`config.mk`:
```
export PLATFORM = sky130hd
export DESIGN_NAME = hbed_queue
export DESIGN_NICKNAME = d
export VERILOG_FILES = /design/src/hw/rtl/hadamard_block_edge_detector_core_macros.svh /design/src/hw/rtl/hbed_pkg.sv /design/src/hw/rtl/hbed_queue.sv
export SDC_FILE = /design/constraint.sdc
export NUM_CORES = 1
export LEC_CHECK = 0
export BUFFER_PORTS_ARGS = -buffer_cell sky130_fd_sc_hd__buf_2
export CORE_MARGIN = 1.5
export CORE_UTILIZATION = 45
export CTS_CLUSTER_SIZE = 25
export DETAILED_ROUTE_END_ITERATION = 12
export PLACE_DENSITY = 0.68
export SLEW_MARGIN = 20
export SYNTH_ARGS = -nofsm -noshare
export SYNTH_HDL_FRONTEND = slang
export SYNTH_SLANG_ARGS = --single-unit
```
`constraint.sdc`:
```
create_clock -name clk -period 3.02 [get_ports clk]
set_input_delay 0.755 -clock clk [delete_from_list [all_inputs] [get_ports clk]]
set_output_delay 0.755 -clock clk [all_outputs]
set_load 0.02 [all_outputs]
```
`src/hw/rtl/hadamard_block_edge_detector_core_macros.svh`:
```
// ----------------------------------------------------------------------------
// hadamard_block_edge_detector_core_macros.svh
// assertion macros for the block edge detector, empty under synthesis
// ----------------------------------------------------------------------------
`ifndef HADAMARD_BLOCK_EDGE_DETECTOR_CORE_MACROS_SVH
`define HADAMARD_BLOCK_EDGE_DETECTOR_CORE_MACROS_SVH

`ifndef SYNTHESIS

// expression holds at every clock edge out of reset
`define HBED_ASSERT_HOLDS(label, clk, rst_n, expr, msg) \
    label: assert property (@(posedge clk) disable iff (!rst_n) (expr)) else $error(msg);

// consequent holds in the same cycle as the antecedent
`define HBED_ASSERT_IMPLIES(label, clk, rst_n, ante, cons, msg) \
    label: assert property (@(posedge clk) disable iff (!rst_n) (ante) |-> (cons)) \
        else $error(msg);

// consequent holds in the cycle after the antecedent
`define HBED_ASSERT_NEXT(label, clk, rst_n, ante, cons, msg) \
    label: assert property (@(posedge clk) disable iff (!rst_n) (ante) |=> (cons)) \
        else $error(msg);

`else

`define HBED_ASSERT_HOLDS(label, clk, rst_n, expr, msg)
`define HBED_ASSERT_IMPLIES(label, clk, rst_n, ante, cons, msg)
`define HBED_ASSERT_NEXT(label, clk, rst_n, ante, cons, msg)

`endif

`endif

```
`src/hw/rtl/hbed_pkg.sv`:
```
// ----------------------------------------------------------------------------
// hbed_pkg
// shared types and constants of the hadamard block edge detector
// ----------------------------------------------------------------------------
`default_nettype none

package hbed_pkg;

    // configuration register indexes
    localparam int HBED_IDX_W = 2;
    localparam logic [HBED_IDX_W-1:0] CFG_IDX_IMAGE_WIDTH = 2'd0;
    localparam logic [HBED_IDX_W-1:0] CFG_IDX_THRESHOLD   = 2'd1;

    // configuration field widths and reset values
    localparam int HBED_CFG_DATA_W = 14;
    localparam int HBED_IMG_W_W    = 11;
    localparam int HBED_THR_W      = 14;
    localparam logic [HBED_IMG_W_W-1:0] HBED_IMG_W_RESET = 11'd1024;
    localparam logic [HBED_THR_W-1:0]   HBED_THR_RESET   = 14'd0;

    // pixel and block index widths
    localparam int HBED_PIX_W = 8;
    localparam int HBED_BLK_W = 9;

    // queue between front and back
    localparam int HBED_QDEPTH = 4;
    localparam int HBED_QAW    = 2;
    localparam int HBED_QCW    = 3;

    // one 2x2 block ready for the variance test
    typedef struct packed {
        logic [HBED_PIX_W-1:0] a;
        logic [HBED_PIX_W-1:0] b;
        logic [HBED_PIX_W-1:0] c;
        logic [HBED_PIX_W-1:0] d;
        logic [HBED_BLK_W-1:0] block_col;
        logic [HBED_BLK_W-1:0] block_row;
    } hbed_job_t;

endpackage

`default_nettype wire

```
`src/hw/rtl/hbed_queue.sv`:
```
// ----------------------------------------------------------------------------
// hbed_queue
// short block queue between front and back
// ----------------------------------------------------------------------------
`default_nettype none

module hbed_queue
    import hbed_pkg::*;
(
    input  wire logic                clk,
    input  wire logic                rst_n,
    input  wire logic                wr_en,
    input  wire hbed_job_t           wr_data,
    input  wire logic                rd_en,
    output hbed_job_t                rd_data,
    output logic [HBED_QCW-1:0]      count,
    output logic                     empty
);

    hbed_job_t             entry_reg [HBED_QDEPTH];
    logic [HBED_QAW-1:0]   wptr_reg, wptr_next;
    logic [HBED_QAW-1:0]   rptr_reg, rptr_next;
    logic [HBED_QCW-1:0]   count_reg, count_next;

    // pointer and fill count update
    always_comb
    begin
        wptr_next  = wr_en ? wptr_reg + HBED_QAW'(1) : wptr_reg;
        rptr_next  = rd_en ? rptr_reg + HBED_QAW'(1) : rptr_reg;
        count_next = count_reg + HBED_QCW'(wr_en) - HBED_QCW'(rd_en);
    end

    always_ff @(posedge clk or negedge rst_n)
    begin
        if (!rst_n)
        begin
            wptr_reg  <= '0;
            rptr_reg  <= '0;
            count_reg <= '0;
        end
        else
        begin
            wptr_reg  <= wptr_next;
            rptr_reg  <= rptr_next;
            count_reg <= count_next;
        end
    end

    // entry storage
    always_ff @(posedge clk)
    begin
        if (wr_en)
        begin
            entry_reg[wptr_reg] <= wr_data;
        end
    end

    assign rd_data = entry_reg[rptr_reg];
    assign count   = count_reg;
    assign empty   = (count_reg == '0);

endmodule

`default_nettype wire

```
# Word-level counts from Yosys, hierarchy flattened

Memories as Yosys holds them, arrays and structs flattened.
Index checks and enable logic that the tools add are counted.

Flip-flop bits (word level): 7
RAM bits: 200
Memories kept: 1

Memories:

| name      | depth | bits a word | read ports | clocked after memory_dff | wr ports | line             | RTL |
|---|---|---|---|---|---|---|---|
| entry_reg | 4     | 50          | 1          | 0                        | 1        | hbed_queue.sv:20 | `hbed_job_t entry_reg [HBED_QDEPTH];` |

Add/sub/neg operators: 4
Mux-type cells: 2
Reductions and logical operators: 1

Operators by type and width:

| kind                | count |
|---|---|
| $add 2x1->2 const B | 2 |
| $add 3x1->3         | 1 |
| $logic_not 3->1     | 1 |
| $sub 3x1->3         | 1 |
| $mux 1              | 2 |

# Depth between registers and ports, before layout

Word-level depth: 2
Mapped depth: 7
Mapped depth without buffers: 7

# Worst setup path before layout

OpenSTA, ideal clock, no wires.

Path kind: input to register
Start point: input wr_en
End point: memory entry_reg[0][0] in the netlist's numbering (enable)
Data arrival time: 1.949 ns
Path slack: 0.658 ns
Stages on the path: 1
Buffers on the path: 0
Cells stage by stage: and2_1

Word-level cells in the longest chain between the ends: 2

Ends and longest elaborated chain:

| what                         | line             | RTL |
|---|---|---|
| start, declared              | hbed_queue.sv:12 | `input wire logic wr_en,` |
| $mux 1                       | hbed_queue.sv:52 | `if (wr_en)` |
| $mux 1 (implied by the code) | hbed_queue.sv:54 | `entry_reg[wptr_reg] <= wr_data;` |
| end, declared                | hbed_queue.sv:20 |  |

No other way between the ends.

==> results.yml <==
logic_synthesis:
  synth-edff-count: 200
  synth_top_area_share_pct: 78.4
  synth_fp_nets: 356
  yosysSeqAreaShare_pct: 80.7
  netlist_area_sq_mm: 0.00766
  ys_ff_latch: 207
  synth_common_cells: "edfxtp_1 (200), mux4_2 (48), dfrtp_1 (7)"
  synth_cells: 295
  yosysWarnings: 0
  synth_most_common_cell: "edfxtp_1"
  async_flop_share_pct: 3.38
  syn-mean-instance-area_sq_um: 26.0
  ys.flop_type: "edfxtp_1"
  ys_types: 17
  synth_area_leaders: "edfxtp_1 (78%), mux4_2 (14%), dfrtp_1 (2.3%), buf_12 (1.3%), ha_1 (0.98%)"
  yosysTopAreaCell: "edfxtp_1"
clocking:
  postCtsHoldBufs: 0
  clockBufferDepth: 3
  clkLatencyLatePin_ns: 0.49
  htreeDepth: 1
  cts_made_buffers: 22
  clk_pin_slew_worst_paths_ns: 0.06
  cts.sinks: 207
  cts_tree: "yes"
  ctsResizeCount: 0
  post-cts-setup-buffers: 0
  root_buffer: "clkbuf_16"
sta:
  relSlewSlack_pct: 64.1
  setup_violations: 0
  finalCritPeriodShare_pct: 89.3
  fin_setup_tns_ns: 0
  grt_setup_unrepaired: "false"
  period_needed_ns: 2.70
  hold_viol_final: 0
  fin_hold_ws_ns: 0.0935
  fmax_ghz: 0.371
  tightest_slew_ns: 0.539
  drv_slew: 0
  skew_ns: 0.0147
floorplanning:
  row_count: 47
  die_y_um: 133
  start_util_pct: 46.2
  die-width_um: 133
  die-area_sq_mm: 0.0178
  fp.coreArea_sq_mm: 0.0166
  io_pins: 108
setup_path:
  cpMaxStageDelayCell: "mux4_1"
  end_kind: "primary output"
  crit_buf_inv: 2
  reg2reg_slack_ns: 1.19
  reg2reg_to: "entry_reg[1][33]"
  rr_startpoint: "wptr_reg[1]"
  startpoint: "rptr_reg[0]"
  worst-path-max-fanout: 25
  r2r_cells: 4
  crit_type: "register to primary output"
  required_ns: 2.26
  slowest_delay_ns: 0.60
  path_delay_family: "multiplexers"
  worstPathCellList: "buf_12, mux4_1, buf_2"
  startpoint_type: "register"
  cp_data_arrival_time_ns: 1.94
drt:
  wl_um: 13000
  vias: 3409
  wl_per_cell_um: 19.7
  vias_per_cell: 5.17
  drt_pass1_iterations: 4
  drtIter0Drc: 188
  ant_nets: 0
  drc_errors: 0
cells_and_area:
  multiInputGateArea_sq_mm: 0.00132
  post-route-util_pct: 55.4
  fin_nets: 486
  drive_gt1_share_pct: 46.6
  largest_reg_flops: 200
  area_growth_pct: 19.9
  fillers: 1274
  regArea_sq_mm: 0.00619
  diodes: 0
global_routing:
  grt_use_total_pct: 15.2
  grt_pass1_wl_um: 20700
  antenna_found_initial: 1
  overflow: 0
  grt_max_degree: 52
  first_global_vias: 3774
place:
  hpwlAfterDp_um: 7820
  globalplace.congestion: 0.670
  io_buffers: 107
hold_path:
  holdCritPathClass: "input pin to asynchronous set/reset pin"
run:
  cap_violations: 0
power_and_ir_drop:
  p_per_area_mw_per_mm2: 1030
  p_leak_uw: 0.00321
  ir_worst_vdd_uv: 579
outcome:
  status: "complete, no violations"
==> metal layers <==
metal  GRT usage, %  wire length [um]  vias up
met5              0                11        -
met4           4.29               209        2
met3           3.88               795       24
met2           25.2              6520       98
met1           20.3              5490     1776
li1               -                 -     1509
==> worst max path at each step <==
stage / end / slack, ns / cells after the start
finish: rd_data[49] / 0.32 / 3
global placement: rd_data[49] / 0.82 / 3
floorplan: entry_reg[0][0] / 0.66 / 1
CTS: rd_data[49] / 0.28 / 3
detailed placement: count[2] / 0.80 / 7
global route: rd_data[49] / 0.23 / 3
==> through the flow <==
step | cells | worst slack, ns | area (sq um) | power, uW
final | 660 | 0.324 | 9180 | 9420
after global routing | 660 | 0.233 | 9180 | 9860
after CTS | 660 | 0.283 | 9180 | 9570
after detailed placement | 621 | 0.796 | 8470 | 6970
after global placement | 621 | 0.817 | 8470 | 6900
after floorplan | 295 | 0.658 | 7660 | 6110
==> where the power goes <==
part | switching [uW] | internal, uW | leakage (uW)
registers | 141 | 3770 | 0.00192
clock network | 1010 | 1560 | 0.000348
logic | 1720 | 1220 | 0.000941
total | 2870 | 6550 | 0.00321
==> area by class of cell <==
| type | instances | share of cell area, % |
|---|---|---|
| Inverter | 6 | 0.245 |
| Multi-Input combinational cell | 70 | 14.4 |
| Sequential cell | 207 | 67.4 |
| Clock inverter | 13 | 1.32 |
| Timing Repair Buffer | 118 | 7.28 |
| Tap cell | 220 | 3.00 |
| Clock buffer | 26 | 6.39 |
==> layout by cell type (no fill, tap or decap), types with 2 or more instances in the layout <==
master,instances
ha_1,6
mux4_2,48
dfrtp_1,5
buf_4,7
buf_2,107
edfxtp_1,200
clkinv_1,3
buf_12,4
xnor2_1,3
bufinv_16,2
clkbuf_16,23
and2_2,4
clkinv_2,5
clkbuf_1,3
xor2_1,2
inv_1,6
nand2_1,2
mux4_1,2
==> cell families (layout without fill, tap and decap cells) <==
family                   after synthesis  count (layout)  synth area share [%]
AO/OA/AOI/OAI                          1               1                0.0653
XOR/XNOR                               5               5                 0.572
adder cells (fa/ha/maj)                7               7                  1.24
buffers and inverters                 18             163                  2.12
flip-flops                           207             207                  80.7
multiplexers                          50              50                  14.8
AND/OR/NAND/NOR                        7               7                 0.490
No activity file was read; power rests on OpenSTA's default activity.
