## config.mk

```make
export PLATFORM = sky130hd
export DESIGN_NAME = hbed_back
export DESIGN_NICKNAME = d
export VERILOG_FILES = /design/src/hw/rtl/hadamard_block_edge_detector_core_macros.svh /design/src/hw/rtl/hbed_pkg.sv /design/src/hw/rtl/hbed_back.sv
export SDC_FILE = /design/constraint.sdc
export NUM_CORES = 1
export LEC_CHECK = 0
export BUFFER_PORTS_ARGS = -buffer_cell sky130_fd_sc_hd__buf_2
export CAP_MARGIN = 40
export CORE_ASPECT_RATIO = 0.75
export CORE_UTILIZATION = 62
export DETAILED_ROUTE_END_ITERATION = 16
export PLACE_DENSITY_LB_ADDON = 0.25
export SLEW_MARGIN = 20
export SYNTH_ARGS = -nofsm -noshare
export SYNTH_HDL_FRONTEND = slang
export SYNTH_SLANG_ARGS = --single-unit
```

## constraint.sdc

```tcl
create_clock -name clk -period 6.2 [get_ports clk]
set_input_delay 0 -clock clk [delete_from_list [all_inputs] [get_ports clk]]
set_output_delay 0 -clock clk [all_outputs]
set_load 0.005 [all_outputs]
```

## src/hw/rtl/hadamard_block_edge_detector_core_macros.svh

```systemverilog
// ----------------------------------------------------------------------------
// hadamard_block_edge_detector_core_macros.svh
// assertion macros for the block edge detector, empty under synthesis
// ----------------------------------------------------------------------------
`ifndef HADAMARD_BLOCK_EDGE_DETECTOR_CORE_MACROS_SVH
`define HADAMARD_BLOCK_EDGE_DETECTOR_CORE_MACROS_SVH

`ifndef SYNTHESIS

// expression holds at every clock edge out of reset
`define HBED_ASSERT_HOLDS(label, clk, rst_n, expr, msg) \
    label: assert property (@(posedge clk) disable iff (!rst_n) (expr)) else $error(msg);

// consequent holds in the same cycle as the antecedent
`define HBED_ASSERT_IMPLIES(label, clk, rst_n, ante, cons, msg) \
    label: assert property (@(posedge clk) disable iff (!rst_n) (ante) |-> (cons)) \
        else $error(msg);

// consequent holds in the cycle after the antecedent
`define HBED_ASSERT_NEXT(label, clk, rst_n, ante, cons, msg) \
    label: assert property (@(posedge clk) disable iff (!rst_n) (ante) |=> (cons)) \
        else $error(msg);

`else

`define HBED_ASSERT_HOLDS(label, clk, rst_n, expr, msg)
`define HBED_ASSERT_IMPLIES(label, clk, rst_n, ante, cons, msg)
`define HBED_ASSERT_NEXT(label, clk, rst_n, ante, cons, msg)

`endif

`endif

```

## src/hw/rtl/hbed_pkg.sv

```systemverilog
// ----------------------------------------------------------------------------
// hbed_pkg
// shared types and constants of the hadamard block edge detector
// ----------------------------------------------------------------------------
`default_nettype none

package hbed_pkg;

    // configuration register indexes
    localparam int HBED_IDX_W = 2;
    localparam logic [HBED_IDX_W-1:0] CFG_IDX_IMAGE_WIDTH = 2'd0;
    localparam logic [HBED_IDX_W-1:0] CFG_IDX_THRESHOLD   = 2'd1;

    // configuration field widths and reset values
    localparam int HBED_CFG_DATA_W = 14;
    localparam int HBED_IMG_W_W    = 11;
    localparam int HBED_THR_W      = 14;
    localparam logic [HBED_IMG_W_W-1:0] HBED_IMG_W_RESET = 11'd1024;
    localparam logic [HBED_THR_W-1:0]   HBED_THR_RESET   = 14'd0;

    // pixel and block index widths
    localparam int HBED_PIX_W = 8;
    localparam int HBED_BLK_W = 9;

    // queue between front and back
    localparam int HBED_QDEPTH = 4;
    localparam int HBED_QAW    = 2;
    localparam int HBED_QCW    = 3;

    // one 2x2 block ready for the variance test
    typedef struct packed {
        logic [HBED_PIX_W-1:0] a;
        logic [HBED_PIX_W-1:0] b;
        logic [HBED_PIX_W-1:0] c;
        logic [HBED_PIX_W-1:0] d;
        logic [HBED_BLK_W-1:0] block_col;
        logic [HBED_BLK_W-1:0] block_row;
    } hbed_job_t;

endpackage

`default_nettype wire

```

## src/hw/rtl/hbed_back.sv

```systemverilog
// ----------------------------------------------------------------------------
// hbed_back
// hadamard ac coefficients and variance test, one block per cycle unless pop stalls the output
// ----------------------------------------------------------------------------
`default_nettype none

module hbed_back
    import hbed_pkg::*;
(
    input  wire logic                  clk,
    input  wire logic                  rst_n,
    input  wire logic                  q_empty,
    input  wire hbed_job_t             q_head,
    output logic                       q_rd,
    input  wire logic [HBED_THR_W-1:0] variance_threshold,
    input  wire logic                  pop,
    output logic                       empty,
    output logic [HBED_BLK_W-1:0]      block_col,
    output logic [HBED_BLK_W-1:0]      block_row,
    output logic                       is_edge
);

    localparam int HW = HBED_PIX_W + 3;   // signed coefficient width
    localparam int SW = HBED_PIX_W + 1;   // absolute coefficient width
    localparam int QW = 2 * SW;           // one square
    localparam int TW = SW + 2;           // sum of three
    localparam int LW = 2 * TW;           // three times the square sum
    localparam int RW = HBED_THR_W + 6;   // 36 times the threshold

    logic adv;
    logic v1_reg, v2_reg, v3_reg, v4_reg;

    logic signed [HW-1:0] ea, eb, ec, ed, h1, h2, h3, t1, t2, t3;
    logic [SW-1:0] s1_reg, s2_reg, s3_reg;
    logic [QW-1:0] sq1_reg, sq2_reg, sq3_reg;
    logic [TW-1:0] sum_reg;
    logic [LW-1:0] sqsum;
    logic [LW-1:0] tsq_reg, sum2_reg;
    logic [LW-1:0] lhs;
    logic [RW-1:0] rhs;

    logic [HBED_BLK_W-1:0] col1_reg, col2_reg, col3_reg, col4_reg;
    logic [HBED_BLK_W-1:0] row1_reg, row2_reg, row3_reg, row4_reg;
    logic                  edge_reg;

    // whole pipeline moves when the output register is free or taken
    assign adv  = !v4_reg || pop;
    assign q_rd = adv && !q_empty;

    always_ff @(posedge clk or negedge rst_n)
    begin
        if (!rst_n)
        begin
            v1_reg <= 1'b0;
            v2_reg <= 1'b0;
            v3_reg <= 1'b0;
            v4_reg <= 1'b0;
        end
        else if (adv)
        begin
            v1_reg <= !q_empty;
            v2_reg <= v1_reg;
            v3_reg <= v2_reg;
            v4_reg <= v3_reg;
        end
    end

    // ac coefficients and their magnitudes
    always_comb
    begin
        ea = HW'(signed'({3'b000, q_head.a}));
        eb = HW'(signed'({3'b000, q_head.b}));
        ec = HW'(signed'({3'b000, q_head.c}));
        ed = HW'(signed'({3'b000, q_head.d}));
        h1 = ea - eb + ec - ed;
        h2 = ea + eb - ec - ed;
        h3 = ea - eb - ec + ed;
        t1 = h1[HW-1] ? -h1 : h1;
        t2 = h2[HW-1] ? -h2 : h2;
        t3 = h3[HW-1] ? -h3 : h3;
    end

    always_ff @(posedge clk)
    begin
        if (adv)
        begin
            s1_reg   <= t1[SW-1:0];
            s2_reg   <= t2[SW-1:0];
            s3_reg   <= t3[SW-1:0];
            col1_reg <= q_head.block_col;
            row1_reg <= q_head.block_row;
        end
    end

    // squares and plain sum
    always_ff @(posedge clk)
    begin
        if (adv)
        begin
            sq1_reg  <= QW'(s1_reg) * QW'(s1_reg);
            sq2_reg  <= QW'(s2_reg) * QW'(s2_reg);
            sq3_reg  <= QW'(s3_reg) * QW'(s3_reg);
            sum_reg  <= TW'(s1_reg) + TW'(s2_reg) + TW'(s3_reg);
            col2_reg <= col1_reg;
            row2_reg <= row1_reg;
        end
    end

    // three times the square sum against the squared sum
    assign sqsum = LW'(sq1_reg) + LW'(sq2_reg) + LW'(sq3_reg);

    always_ff @(posedge clk)
    begin
        if (adv)
        begin
            tsq_reg  <= (sqsum << 1) + sqsum;
            sum2_reg <= LW'(sum_reg) * LW'(sum_reg);
            col3_reg <= col2_reg;
            row3_reg <= row2_reg;
        end
    end

    // variance compare, never negative on the left side
    assign lhs = tsq_reg - sum2_reg;
    assign rhs = (RW'(variance_threshold) << 5) + (RW'(variance_threshold) << 2);

    always_ff @(posedge clk)
    begin
        if (adv)
        begin
            edge_reg <= (lhs > LW'(rhs));
            col4_reg <= col3_reg;
            row4_reg <= row3_reg;
        end
    end

    assign empty     = !v4_reg;
    assign block_col = col4_reg;
    assign block_row = row4_reg;
    assign is_edge   = edge_reg;

endmodule

`default_nettype wire

```

Yosys cells after proc, flatten, opt, wreduce, memory -nomap -nowiden
Cells that the tools add are included.
{"block": "totals", "register_bits": 213, "elab_cells": 52, "inputBits": 68}
{"block": "classes", "n_mul": 4, "n_reduce_logical": 4, "n_addsub": 18, "n_lt_le_gt_ge": 1, "n_mux": 3}
{"op": "9-bit by 9-bit multiplier with 18-bit output", "n": 3}
{"op": "9-bit two-way mux", "n": 3}
{"op": "9-bit negation", "n": 3}
{"op": "10-bit by 9-bit adder with 11-bit output", "n": 2}
{"op": "21-bit by 20-bit adder with 22-bit output", "n": 1}
{"op": "22-bit by 20-bit > comparator with 1-bit output", "n": 1}
{"op": "11-bit by 11-bit multiplier with 22-bit output", "n": 1}
{"op": "10-bit by 9-bit subtractor with 11-bit output", "n": 2}
{"op": "22-bit subtractor", "n": 1}
{"op": "19-bit by 16-bit adder with 20-bit output", "n": 1}
{"op": "19-bit by 18-bit adder with 20-bit output", "n": 1}
{"op": "9-bit by 9-bit adder with 10-bit output", "n": 2}
{"op": "18-bit by 18-bit adder with 19-bit output", "n": 1}
{"op": "9-bit by 8-bit subtractor with 10-bit output", "n": 1}
{"op": "9-bit by 9-bit subtractor with 10-bit output", "n": 1}
{"op": "8-bit by 8-bit adder with 9-bit output", "n": 1}
{"op": "8-bit by 8-bit subtractor with 9-bit output", "n": 1}
{"op": "1-bit zero test", "n": 2}
{"op": "1-bit logical AND", "n": 1}
{"op": "1-bit logical OR", "n": 1}

Logic depth before layout (Yosys ltp)
Gate-level depths: netlist of run 1.
{"block": "logic_depth", "depth_word": 5, "mapped_depth": 20, "ltp_nobuf": 19}

Least setup slack after synthesis of run 1
No wires, ideal clock.
{"block": "synth_path", "path_type": "flip-flop to flip-flop", "start": "register sum_reg[2]", "end": "register sum2_reg[20] (data pin)", "stages_incl_launch_ff": 21, "setup_ns": 0.261, "t_arrival_ns": 4.940, "slack_ns": 0.999, "path_cell_list": "edfxtp_1 > clkbuf_1 > nand2_1 > fa_1 > inv_1 > fa_1 > inv_1 > fa_1 > inv_1 > fa_1 > inv_1 > fa_1 > inv_1 > ha_1 > o21a_1 > nor2_1 > a211oi_2 > o31ai_1 > a31oi_1 > nor4_1 > a311o_1"}
{"block": "synth_between", "elab_chain_len": 1}
{"element": "start, declared", "line_no": "hbed_back.sv:36", "text": "logic [TW-1:0] sum_reg;"}
{"element": "start signal, assigned", "line_no": "hbed_back.sv:103", "text": "sum_reg <= TW'(s1_reg) + TW'(s2_reg) + TW'(s3_reg);"}
{"element": "11-bit by 11-bit multiplier with 22-bit output", "line_no": "hbed_back.sv:117", "text": "sum2_reg <= LW'(sum_reg) * LW'(sum_reg);"}
{"element": "end signal, assigned", "line_no": "hbed_back.sv:117"}
{"element": "end, declared", "line_no": "hbed_back.sv:38", "text": "logic [LW-1:0] tsq_reg, sum2_reg;"}
Every way passes these cells.
A chain may end at the register's enable or synchronous reset.

Worst setup path after layout of run 1
{"block": "layout_path", "start": "register sum_reg[7]", "end": "register sum2_reg[20] (data pin)"}
The elaborated chain is that of the path after synthesis.

==> results of run 1 <==
-- cell families (layout without fill, tap and decap cells) --
family	after synthesis	count (layout)	share of synthesized area, %
AO/OA/AOI/OAI	364	364	10.9
XOR/XNOR	171	171	6.56
other	2	6	0.0329
AND/OR/NAND/NOR	522	522	11.4
buffers and inverters	452	596	7.43
multiplexers	12	12	0.575
flip-flops	209	209	27.4
adder cells (fa/ha/maj)	516	516	35.6
-- repair_timing --
item | 4_1_cts | 5_1_grt
endpoints found under the setup margin | 0 | 0
hold endpoints to repair | 27 | 0
hold buffers | 26 | 0
-- stage by stage --
step	worst slack [ps]	instances	utilization, %	area, sq um	hold slack [ps]
floorplan	999	2251	-	22800	-296
global placement	824	2790	66.2	23800	-194
detailed placement	661	2791	66.3	23900	-187
CTS	620	2859	69.2	24900	86.4
global route	275	2861	69.3	25000	128
finish	591	2861	69.3	25000	101
-- per-layer routing --
metal | up-vias | share of wire, %
met4 | 2 | 2.7
met5 | - | 0.033
met1 | 7723 | 44
li1 | 7757 | -
met3 | 99 | 6.0
met2 | 425 | 47
-- path summary, 6_finish.rpt --
path                       cells past startpoint                endpoint  slack, ps
setup / recovery                              19  sum2_reg[20]$_DFFE_PN_        590
hold / removal                                 3     s2_reg[1]$_DFFE_PN_        100
setup reg to reg                              19  sum2_reg[20]$_DFFE_PN_        590
hold reg to reg                                0   col3_reg[2]$_DFFE_PN_        420
max in group asynchronous                      3      v4_reg$_DFFE_PN0N_       5660
min in group asynchronous                      3      v2_reg$_DFFE_PN0N_        370
-- critical path, stage by stage (launching register included) --
cell	delay [ps]
edfxtp_1	590
nand2_1	140
fa_1	560
inv_1	80
fa_1	510
inv_1	60
fa_1	480
inv_1	50
fa_1	520
inv_1	50
fa_1	530
inv_1	40
ha_1	330
o21a_1	140
nor2_1	60
a211oi_2	310
o31ai_1	170
a31oi_1	320
nor4_1	100
a311o_1	320
-- area by class of cell --
type | count | area, sq um
diodes | 1 | 2.50
clock buffers | 29 | 618
clock inverters | 13 | 173
fillers | 2687 | 11100
inverters | 432 | 1630
multi-input cells | 1590 | 14900
flip-flops and latches | 209 | 6260
well taps | 465 | 582
repair buffers | 122 | 801
-- layout by cell type, fill, tap and decap left out, drive strengths merged, types with 29 or more instances in the layout --
master and count:
and2 104, fa 224, xor2 51, nor2 118, o21ai 64, ha 292
clkbuf 29, edfxtp 205, xnor2 120, a21o 43, nand2 127, inv 436
a21oi 103, buf 96, nor2b 36, nor3 42
==> results.yml, run 1 <==
run_status:
  outcome: "finished, final reports clean"
detailed_routing:
  first_pass_iters: 5
  finalWirelength_microns: 48500
  wl_per_cell_microns: 17.0
  drc: 0
  vias: 16000
  via_per_inst: 5.59
  ant_nets: 0
  drt-initial-drc-count: 952
synthesis:
  yosysMostFrequentCell: "inv_1"
  ys_top_cells_by_count: "432 x inv_1, 292 x ha_1, 224 x fa_1"
  synth-main-ff-cell: "edfxtp_1"
  synth_area_leaders: "edfxtp_1 27%, fa_1 20%, ha_1 16%"
  synth_seq_cells: 209
  synth_area_sq_um: 22800
  yosys.area.top_type: "edfxtp_1"
  synthCells: 2248
  synth_top_cell_area_share_pct: 27.0
  async_flop_share_pct: 1.91
  synth_edf_count: 205
  ys_warn_count: 0
  avgSynthCellArea_sq_um: 10.2
  synthDistinctLibCells: 74
  yosysSeqAreaShare_pct: 27.4
worst_setup_path:
  critPathArrivalTime_ps: 5890
  cp.required_ps: 6480
  worst_setup_path_start_kind: "flop"
  critPathLaunch: "sum_reg[7]$_DFFE_PN_"
  timing.rr.start: "sum_reg[7]$_DFFE_PN_"
  path_class: "flop to flop"
  worstSetupEndpointType: "flop"
  crit_path_max_fanout: 11
final_layout:
  final_layout_size_suffix_gt1_share_pct: 7.97
  largest_reg_flops: 22
  fin_nets: 2962
  area_growth_syn_to_layout_pct: 9.28
timing:
  final.setup.tns_ps: 0
  max_slew_margin_pct: 53.4
  clock_skew_ps: 12.5
  hold_viol_final: 0
  period_minus_slack_ps: 5610
  worst_slew_pin_slew_ps: 696
  fin_crit_sh_pct: 90.5
  maxSlewViolCount: 0
  setup_violations: 0
  fmax_ghz: 0.178
  rsz0062_at_grt: "false"
flow_run:
  maxCapViolations: 0
placed_design:
  routabilityCongestion: 0.905
  numPortBuffers: 88
  hpwl_microns: 38600
global_routing:
  grt_max_degree: 117
  use_met3_pct: 5.11
  grt_pass1_wl_microns: 80600
  track_usage_pct: 26.8
  antenna_found_initial: 2
  top_usage_layer: "met2"
  grt_util_met2_pct: 44.6
  gr-total-overflow: 0
  met1_usage_pct: 35.9
  grt_pass1_vias: 16700
floorplanning:
  dieWidth_microns: 224
  die_area_sq_um: 37600
  die_h_microns: 168
  ioPinCount: 89
  core_area_sq_um: 36000
  fp-row-count: 60
  start_util_pct: 63.4
clock_tree:
  cts_tree: "built"
  post_cts_resized: 0
  clock_sinks: 209
  htreeDepth: 1
  clk_pin_slew_ps: 70
  numCtsBuffers: 23
  post-cts-setup-buffers: 0
  root_buffer: "clkbuf_16"
  clockBufferDepth: 3
  insertion_delay_ps: 540
hold_path:
  min_from: "q_head[19]"
  hold_path.class: "input port to flop"
Power of run 1 is not shown: default switching activity piles up to over one toggle a cycle in this logic, so the estimate is an artifact.
==> run 2: changes to the inputs <==
--- a/config.mk
+++ b/config.mk
@@ -11,6 +11,7 @@
 export CORE_UTILIZATION = 62
 export DETAILED_ROUTE_END_ITERATION = 16
 export PLACE_DENSITY_LB_ADDON = 0.25
+export REMOVE_ABC_BUFFERS = 1
 export SLEW_MARGIN = 20
 export SYNTH_ARGS = -nofsm -noshare
 export SYNTH_HDL_FRONTEND = slang
==> results.yml, run 2 (synthesis results as in run 1) <==
clock_tree:
  htreeDepth: 1
  numCtsBuffers: 23
  clock_sinks: 209
  insertion_delay_ps: 540
  clk_pin_slew_ps: 70
  clockBufferDepth: 3
  root_buffer: "clkbuf_16"
  cts_tree: "built"
  post-cts-setup-buffers: 0
timing:
  fin_crit_sh_pct: 88.1
  final.setup.tns_ps: 0
  worst_slew_pin_slew_ps: 804
  rsz0062_at_grt: "false"
  period_minus_slack_ps: 5460
  whs_ps: 140
  setup_violations: 0
  clock_skew_ps: 19.6
  hold_viol_final: 0
  max_slew_margin_pct: 46.4
  maxSlewViolCount: 0
  fmax_ghz: 0.183
detailed_routing:
  ant_nets: 0
  finalWirelength_microns: 47700
  via_per_inst: 5.59
  first_pass_iters: 5
  drt-initial-drc-count: 1115
  wl_per_cell_microns: 16.7
  vias: 16000
  drc: 0
hold_path:
  hold_path.class: "input port to flop"
  hold_depth: 3
worst_setup_path:
  critPathArrivalTime_ps: 5730
  path_cells: "nand2_1 > fa_1 > inv_1 > fa_1 > inv_1 > fa_1 > inv_1 > fa_1 > inv_1 > fa_1 > inv_1 > ha_1 > o21a_1 > nor2_1 > a211oi_2 > o31ai_1 > a31oi_1 > nor4_1 > a311o_1"
  critical_path.top_delay_family: "adder cells"
  r2r_cells: 19
  cp.depth: 19
  worst_path_max_delay_cell: "edfxtp_1"
  critical_path.max_stage_delay_ps: 570
  crit_path_max_fanout: 11
  worstSetupEndpointType: "flop"
  cp.required_ps: 6470
  path_class: "flop to flop"
  worst_setup_path_start_kind: "flop"
  cp.buffers_inverters: 5
floorplanning:
  start_util_pct: 63.4
  die_area_sq_um: 37600
  dieWidth_microns: 224
  core_area_sq_um: 36000
  ioPinCount: 89
  die_h_microns: 168
  fp-row-count: 60
global_routing:
  grt_pass1_wl_microns: 79900
  antenna_found_initial: 0
  track_usage_pct: 26.4
  gr-total-overflow: 0
  grt_max_degree: 76
  grt_pass1_vias: 16500
final_layout:
  area_growth_syn_to_layout_pct: 9.21
  largest_reg_flops: 22
  antenna_cells: 0
  final_cell_mix: "431 x inv_1, 292 x ha_1, 224 x fa_1, 205 x edfxtp_1, 127 x nand2_1"
  fin_nets: 2963
  final_layout_size_suffix_gt1_share_pct: 8.06
  nFillCells: 2661
  layout_commonest_cell: "inv_1"
flow_run:
  maxCapViolations: 0
run_status:
  outcome: "finished, final reports clean"
placed_design:
  routabilityCongestion: 0.889
  hpwl_microns: 38600
  numPortBuffers: 88
run 2: changes by cell type in the layout (fill, tap and decap cells not counted):
| cell | change |
|---|---|
| clkinv_4 | +1 |
| buf_4 | +2 |
| clkbuf_1 | -2 |
| bufinv_16 | +1 |
| inv_8 | -3 |
| buf_16 | -1 |
| clkbuf_8 | -2 |
| inv_6 | +3 |
| clkinvlp_4 | -1 |
| diode_2 | -1 |
| clkinv_2 | +2 |
run 2: area by class of cell:
class                           count  area, sq um  share of cell area, %
Clock inverter                     16          206                  0.828
Inverter                          432         1630                   6.53
Multi-Input combinational cell   1590        14900                   59.7
Sequential cell                   209         6260                   25.1
Tap cell                          465          582                   2.33
Timing Repair Buffer              123          788                   3.16
Clock buffer                       25          583                   2.34
run 2: routing by layer:
layer | share of wire, % | up-vias | global-route usage [%] | wire length, microns
met5 | 0 | - | 0 | 0
met4 | 2.5 | 0 | 7.18 | 1220
met3 | 5.1 | 89 | 3.49 | 2410
met2 | 47 | 383 | 44.1 | 22200
met1 | 46 | 7746 | 36.3 | 21900
li1 | - | 7760 | - | -
run 2: worst register-to-register path, cell delays in order, from the launching register on:
cell	delay, ps
edfxtp_1	570
nand2_1	150
fa_1	550
inv_1	70
fa_1	510
inv_1	50
fa_1	470
inv_1	60
fa_1	530
inv_1	60
fa_1	520
inv_1	40
ha_1	320
o21a_1	130
nor2_1	60
a211oi_2	310
o31ai_1	150
a31oi_1	270
nor4_1	80
a311o_1	320
run 2: stage by stage:
stage               worst slack (ps)  instances  utilization, %  cell area (sq um)
floorplan                       1110       2231               -              22800
global placement                 839       2792            66.2              23900
detailed placement               766       2793            66.3              23900
CTS                              732       2860            69.2              24900
global route                     474       2860            69.2              24900
finish                           738       2860            69.2              24900
run 2: path summary, 6_finish.rpt:
check | from | to | slack (ps)
worst max register to register | sum_reg[7]$_DFFE_PN_ | sum2_reg[20]$_DFFE_PN_ | 740
min in group asynchronous | rst_n | v2_reg$_DFFE_PN0N_ | 360
max in group asynchronous | rst_n | v3_reg$_DFFE_PN0N_ | 5680
worst min-delay path | q_head[19] | s2_reg[1]$_DFFE_PN_ | 140
worst min register to register | row3_reg[1]$_DFFE_PN_ | block_row[1]$_DFFE_PN_ | 420
worst max-delay path | sum_reg[7]$_DFFE_PN_ | sum2_reg[20]$_DFFE_PN_ | 740
run 2: repair_timing:
action,CTS,global route
hold endpoints to repair,27,0
gates resized for setup,0,0
hold buffers,26,0
Power of run 2 is left out for the same reason.
==> run 3: changes to the inputs <==
--- a/config.mk
+++ b/config.mk
@@ -10,7 +10,7 @@
 export CORE_ASPECT_RATIO = 0.75
 export CORE_UTILIZATION = 62
 export DETAILED_ROUTE_END_ITERATION = 16
-export PLACE_DENSITY_LB_ADDON = 0.25
+export PLACE_DENSITY = 0.89
 export REMOVE_ABC_BUFFERS = 1
 export SLEW_MARGIN = 20
 export SYNTH_ARGS = -nofsm -noshare
==> results.yml, run 3 (synthesis results as in run 1) <==
floorplanning:
  fp-row-count: 60
  core_area_sq_um: 36000
  dieWidth_microns: 224
  die_h_microns: 168
  ioPinCount: 89
  die_area_sq_um: 37600
  start_util_pct: 63.4
worst_setup_path:
  cp.buffers_inverters: 5
  critical_path.max_stage_delay_ps: 620
  worst_path_max_delay_cell: "edfxtp_1"
  worst_setup_path_start_kind: "flop"
  path_cells: "nand2_1 > fa_1 > inv_1 > fa_1 > inv_1 > fa_1 > inv_1 > fa_1 > inv_1 > fa_1 > inv_1 > ha_1 > o21a_1 > nor2_1 > a211oi_2 > o31ai_1 > a31oi_1 > nor4_1 > a311o_1"
  path_class: "flop to flop"
  critical_path.top_delay_family: "adder cells"
  rr_endpoint: "sum2_reg[20]$_DFFE_PN_"
  cp.required_ps: 6470
  critPathArrivalTime_ps: 5880
  crit_path_max_fanout: 11
  r2r_cells: 19
  rrSetupSlack_ps: 590
  timing.rr.start: "sum_reg[7]$_DFFE_PN_"
  worstSetupEndpointType: "flop"
clock_tree:
  post-cts-setup-buffers: 0
  post_cts_resized: 0
  htreeDepth: 1
  numCtsBuffers: 22
  cts_tree: "built"
  clockBufferDepth: 3
  insertion_delay_ps: 530
  clock_sinks: 209
  clk_pin_slew_ps: 60
  root_buffer: "clkbuf_16"
global_routing:
  grt_pass1_wl_microns: 82500
  grt_pass1_vias: 17300
  grt_max_degree: 137
  track_usage_pct: 27.2
  gr-total-overflow: 0
  antenna_found_initial: 0
placed_design:
  dpl.cell_count: 2795
  routabilityCongestion: 0.916
  hpwl_microns: 39600
  numPortBuffers: 88
timing:
  setup_violations: 0
  fin_crit_sh_pct: 90.6
  rsz0062_at_grt: "false"
  final.setup.tns_ps: 0
  max_slew_margin_pct: 51.8
  clock_skew_ps: 15.8
  fmax_ghz: 0.178
  worst_slew_pin_slew_ps: 719
  period_minus_slack_ps: 5610
  maxSlewViolCount: 0
  hold_viol_final: 0
final_layout:
  area_growth_syn_to_layout_pct: 8.90
  layout_commonest_cell: "inv_1"
  instances_no_fill: 2860
  final_layout_size_suffix_gt1_share_pct: 8.06
  final_cell_mix: "431 x inv_1, 292 x ha_1, 224 x fa_1, 205 x edfxtp_1, 127 x nand2_1"
  largest_reg_flops: 22
  fin_util_pct: 69.0
  fin_nets: 2965
  antenna_cells: 0
detailed_routing:
  first_pass_iters: 5
  ant_nets: 0
  wl_per_cell_microns: 17.3
  drt-initial-drc-count: 1166
  vias: 16300
  finalWirelength_microns: 49500
  via_per_inst: 5.69
  drc: 0
hold_path:
  hold_end: "s1_reg[0]$_DFFE_PN_"
  hold_path.class: "input port to flop"
  hold_depth: 2
  min_from: "q_head[26]"
run_status:
  outcome: "finished, final reports clean"
flow_run:
  maxCapViolations: 0
==> run 3: cell types whose count changed in the layout (fill, tap and decap cells not counted), sizes merged <==
cell and delta:
clkbuf -2, dlygate4sd3 -1, clkinvlp +2, bufinv -3, clkinv +3, inv -3, buf +4
==> run 3: repair_timing <==
| action | CTS | global route |
|---|---|---|
| endpoints found under the hold margin | 26 | 0 |
| setup endpoints to repair | 0 | 0 |
| hold buffers | 25 | 0 |
==> run 3: worst max path at each step <==
stage	cells after the start	slack, ps	end	start
after floorplan	19	1110	sum2_reg[20]$_DFFE_PN_	sum_reg[2]$_DFFE_PN_
after global placement	19	800	sum2_reg[20]$_DFFE_PN_	sum_reg[7]$_DFFE_PN_
after detailed placement	19	720	sum2_reg[20]$_DFFE_PN_	sum_reg[7]$_DFFE_PN_
after CTS	19	670	sum2_reg[20]$_DFFE_PN_	sum_reg[7]$_DFFE_PN_
after global routing	19	320	sum2_reg[20]$_DFFE_PN_	sum_reg[2]$_DFFE_PN_
final	19	590	sum2_reg[20]$_DFFE_PN_	sum_reg[7]$_DFFE_PN_
==> run 3: layout make-up <==
class	instances	area [sq um]
Clock inverter	15	125
Fill cell	2528	11200
Timing Repair Buffer	126	828
Multi-Input combinational cell	1590	14900
Tap cell	465	582
Clock buffer	23	554
Sequential cell	209	6260
Inverter	432	1630
==> run 3: worst register-to-register path, cell delays in order (launching register included) <==
cell,delay (ps)
edfxtp_1,620
nand2_1,200
fa_1,570
inv_1,80
fa_1,510
inv_1,50
fa_1,470
inv_1,50
fa_1,520
inv_1,50
fa_1,520
inv_1,40
ha_1,320
o21a_1,130
nor2_1,60
a211oi_2,310
o31ai_1,150
a31oi_1,280
nor4_1,80
a311o_1,320
==> run 3: routing by layer <==
metal	vias to the layer above	GRT usage [%]	wire [microns]
met5	-	0	0
met4	0	6.40	1160
met3	101	3.77	2790
met2	515	48.8	24800
met1	7923	34.7	20800
li1	7739	-	-
==> run 3: stage by stage <==
stage / hold slack (ps) / setup WS, ps / area, sq um
floorplan: -296 / 1110 / 22800
detailed placement: -193 / 724 / 23900
global route: 23.9 / 316 / 24900
CTS: 12.3 / 674 / 24800
global placement: -195 / 804 / 23900
finish: 41.1 / 585 / 24900
Power of run 3 is left out for the same reason.
